--- src/design/assert_macros.svh ---
// Assertion macros shared by the allocator RTL.
// Define NO_ASSERTIONS to compile every check away.
`ifndef ASSERT_MACROS_SVH
`define ASSERT_MACROS_SVH

`ifndef NO_ASSERTIONS

// Property holds at every clock edge outside reset.
`define ASSERT_ALWAYS(label, clk, rst, prop, msg) \
   label: assert property (@(posedge clk) disable iff (rst) (prop)) else $error(msg);

// Consequent holds in the cycle after the antecedent.
`define ASSERT_NEXT(label, clk, rst, ante, cons, msg) \
   label: assert property (@(posedge clk) disable iff (rst) (ante) |=> (cons)) else $error(msg);

`else

`define ASSERT_ALWAYS(label, clk, rst, prop, msg)

`define ASSERT_NEXT(label, clk, rst, ante, cons, msg)

`endif

`endif

--- src/design/ffa_pkg.sv ---
// Types and constants of the first-fit extent allocator.
// No dependencies; used by the interfaces, the cell and the top level.
package ffa_pkg;

   localparam int ID_W     = 20;
   localparam int FIRST_W  = 19;
   localparam int STATUS_W = 2;

   localparam logic [FIRST_W-1:0] POOL_FIRST_ID_RESET = 19'd29294;
   localparam logic [ID_W-1:0]    POOL_SIZE_RESET     = 20'd262144;

   localparam logic OP_ALLOC = 1'b0;
   localparam logic OP_FREE  = 1'b1;

   localparam logic [STATUS_W-1:0] STATUS_OK     = 2'd0;
   localparam logic [STATUS_W-1:0] STATUS_NO_FIT = 2'd1;
   localparam logic [STATUS_W-1:0] STATUS_BAD    = 2'd2;
   localparam logic [STATUS_W-1:0] STATUS_FULL   = 2'd3;

   localparam logic CSR_POOL_FIRST_ID = 1'b0;
   localparam logic CSR_POOL_SIZE     = 1'b1;

   typedef struct packed {
      logic            valid;
      logic [ID_W-1:0] base;
      logic [ID_W-1:0] len;
   } entry_type;

   typedef struct packed {
      logic clear;
      logic rotate;
      logic drop;
      logic append;
   } cell_ctrl_type;

   typedef enum logic [1:0] {
      ST_IDLE,
      ST_SCAN,
      ST_DONE
   } state_type;

   typedef struct packed {
      logic            operation;
      logic [ID_W-1:0] run_base;
      logic [ID_W-1:0] run_length;
   } req_type;

   typedef struct packed {
      logic [ID_W-1:0]     granted_base;
      logic [STATUS_W-1:0] status;
   } rsp_type;

endpackage

--- src/design/ffa_cell.sv ---
// One slot of the extent chain: holds an extent and takes its neighbor's on rotate.
// Depends on ffa_pkg.
module ffa_cell (
   input  logic                   clock,
   input  logic                   reset,
   input  ffa_pkg::cell_ctrl_type ctrl,
   input  ffa_pkg::entry_type     init_ent,
   input  ffa_pkg::entry_type     nxt_ent,
   input  logic                   prv_valid,
   input  ffa_pkg::entry_type     head_ent,
   input  ffa_pkg::entry_type     app_ent,
   output ffa_pkg::entry_type     ent
);
   import ffa_pkg::*;

   entry_type ent_ff;
   entry_type ent_in;

   always_comb begin
      ent_in = ent_ff;
      priority if (ctrl.clear) begin
         ent_in = init_ent;
      end else if (ctrl.rotate) begin
         // tail slot of the ring takes the head back, or a hole on drop
         if (nxt_ent.valid) begin
            ent_in = nxt_ent;
         end else if (ent_ff.valid) begin
            ent_in = ctrl.drop ? '0 : head_ent;
         end
      end else if (ctrl.append) begin
         if (!ent_ff.valid && prv_valid) begin
            ent_in = app_ent;
         end
      end
   end

   always_ff @(posedge clock) begin
      if (reset) begin
         ent_ff.valid <= 1'b0;
      end else begin
         ent_ff.valid <= ent_in.valid;
      end
      ent_ff.base <= ent_in.base;
      ent_ff.len  <= ent_in.len;
   end

   assign ent = ent_ff;

endmodule

--- config.mk ---
export PLATFORM = sky130hd
export DESIGN_NAME = ffa_cell
export DESIGN_NICKNAME = d
export VERILOG_FILES = /design/src/design/assert_macros.svh /design/src/design/ffa_pkg.sv /design/src/design/ffa_cell.sv
export SDC_FILE = /design/constraint.sdc
export NUM_CORES = 1
export LEC_CHECK = 0
export ABC_AREA = 1
export BUFFER_PORTS_ARGS = -buffer_cell sky130_fd_sc_hd__clkbuf_2
export CAP_MARGIN = 0
export CORE_MARGIN = 1
export CORE_UTILIZATION = 41
export DETAILED_ROUTE_END_ITERATION = 12
export HOLD_SLACK_MARGIN = 0.05
export MAX_ROUTING_LAYER = met4
export PLACE_DENSITY = 0.82
export SLEW_MARGIN = 20
export SYNTH_ARGS = -nofsm -noshare
export SYNTH_HDL_FRONTEND = slang
export SYNTH_SLANG_ARGS = --single-unit
--- constraint.sdc ---
create_clock -name clock -period 4.2 [get_ports clock]
set_input_delay 0 -clock clock [delete_from_list [all_inputs] [get_ports clock]]
set_output_delay 0 -clock clock [all_outputs]
set_load 0.1 [all_outputs]
==> flow_summary.yaml <==
setup_path:
  path_class: "in2reg"
  critPathSlowestCell: "nor2_4"
  worst_ep_required_time_ns: 4.36
  worstPathArrival_ns: 2.40
  max_stage_delay_ns: 0.97
  critPathCaptureType: "flip-flop"
  cp-start-kind: "primary input"
  startpoint: "ctrl[3]"
  path_cells: "clkbuf_2, nor2_4, nand2_1, nand3_1, dlygate4sd3_1"
  rr_startpoint: "ent[40]$_SDFFE_PP0P_"
  worst-path-max-fanout: 43
route:
  vias: 3881
  wl_per_cell_um: 13.3
  first_pass_iters: 12
  remaining_drc_errors: 15
  ant_nets: 0
  drtIter0Drc: 235
  wl_um: 10200
  vias_per_cell: 5.06
clocking:
  clock_sinks: 41
  cts_buffers: 5
  clockRootBuffer: "clkbuf_8"
  clockBufferDepth: 2
  cts_tree: "done"
  htree_levels: 2
  clock_latency_ns: 0.29
  clkTransAtPathRegs_ns: 0.08
global_route:
  grt_pass1_wl_um: 16000
  antenna_found_initial: 0
  grt_max_degree: 82
  grt_overflow: 0
  grt_pass1_vias: 3763
  grt_usage_pct: 28.9
sta:
  finalClockSkew_ns: 0.00747
  slew_headroom_pct: 34.4
  period_minus_slack_ns: 2.24
  slew_viol_final: 0
  final.setup.worst_slack_ns: 1.96
  worstMarginPinSlew_ns: 0.982
  hold-worst-slack_ns: 0.0681
  final.period_utilization_pct: 53.3
  tns_ns: 0
  rsz0062_at_grt: "false"
  setup_viol: 0
  hold_viol_final: 0
  max_freq_ghz: 0.447
floorplanning:
  io_pins: 212
  die_w_um: 84.8
  core_um2: 6490
  start_util_pct: 43.3
  row_count: 29
  die_height_um: 84.8
  die-area_um2: 7190
synthesis:
  synth_cell_types: 14
  ys_warn_count: 0
  synth-seq-cells: 41
  synth_nets: 587
  netlist_area_um2: 2810
  ys_seq_area_share_pct: 43.5
  syn_avg_cell_area_um2: 6.76
  synth_cells: 416
cells_and_area:
  fillerInstances: 532
  seq_area_um2: 1220
  drive_above_1_share_pct: 32.6
  syn2layout_area_growth_pct: 68.2
  largest_reg_flops: 41
  multi_input_area_um2: 1410
  finalNonFillerCells: 767
  n_antenna_cell: 0
  nNetsFinal: 860
pwr:
  power_frac_clock_pct: 16.6
  switchingPower_uw: 666
  switching_share_pct: 44.5
  ir_drop_mv: 0.180
  powerDensity_nw_per_um2: 317
  power_frac_comb_pct: 48.4
  p_leak_nw: 2.47
  seqPwrFrac_pct: 35.0
  p_int_uw: 830
  p_total_mw: 1.50
run_status:
  status: "complete, but fails checks"
  violations: "DRC"
place:
  hpwl_um: 6220
  io_buffer_count: 211
  place_congestion: 0.842
  place_ws_ns: 1.77
  dp.cells: 678
flow_run:
  max_cap_violations: 0
min_path:
  worstHoldStart: "head_ent[40]"
  min_path_type: "in2reg"
cells by family after synthesis:
kind of cell	count (synthesis)	share of synthesized area, %
and+or+nand+nor	337	49.2
DFF	41	43.5
buffers and inverters	36	6.90
AOI/OAI and AO/OA	2	0.401
final cells by class:
cell class / count / share of cell area [%]
flip-flops and latches: 41 / 25.8
well taps: 77 / 2.04
inverters: 6 / 0.476
clock buffers: 8 / 1.69
repair buffers: 296 / 40.1
multi-input cells: 339 / 29.8
synth_stat cells (all sizes together):
cell type  count  area share, %
inv            6           0.80
nand3         83             15
dfxtp          1           0.71
nor2          83             11
a21oi          1           0.18
edfxtp        40             43
buf           22            5.0
nand2        171             23
a31oi          1           0.22
clkbuf         8            1.1
worst max-delay path: cells and delay by family:
family        cells  cell delay, ns
buf+inv           2            1.06
simple gates      3            1.30
metal layers:
metal | up-vias | wire length, µm | GRT usage (%)
li1 | 1887 | - | -
met3 | 30 | 900 | 4.62
met4 | 0 | 259 | 12.2
met5 | - | 0 | -
met2 | 245 | 5450 | 55.1
met1 | 1719 | 3580 | 29.1
what timing repair did:
item | in CTS | in global routing
setup buffers | 0 | 0
gates resized for setup | 0 | 0
hold buffers | 81 | 0
endpoints found under the hold margin | 41 | 0
path summary, 6_finish.rpt:
| kind | to | slack (ns) | depth (start not counted) |
|---|---|---|---|
| max | ent[4]$_DFFE_PP_ | 1.96 | 5 |
| min | ent[40]$_SDFFE_PP0P_ | 0.07 | 5 |
| max reg2reg | ent[2]$_DFFE_PP_ | 2.38 | 6 |
| min reg2reg | ent[40]$_SDFFE_PP0P_ | 0.69 | 4 |
cell usage in the layout (no fill, tap or decap), drive strengths merged:
master,count
a21oi,1
nor2,83
dlygate4sd3,81
nand3,83
edfxtp,40
buf,4
nand2,171
a31oi,1
dfxtp,1
inv,6
clkbuf,219
power by group through the flow:
stage	Clock (mW)	Combinational, mW	Sequential, mW
global route	0.266	0.760	0.529
global placement	0	0.630	0.531
finish	0.248	0.724	0.524
detailed placement	0	0.636	0.533
floorplan	0	0.134	0.887
CTS	0.254	0.717	0.524
metrics by stage:
stage / instance area, µm² / util, %
finish: 4730 / 72.8
global route: 4730 / 72.8
CTS: 4730 / 72.8
detailed placement: 3840 / 59.1
global placement: 3840 / 59.1
floorplan: 2810 / -
No activity file was read; power rests on OpenSTA's default activity.
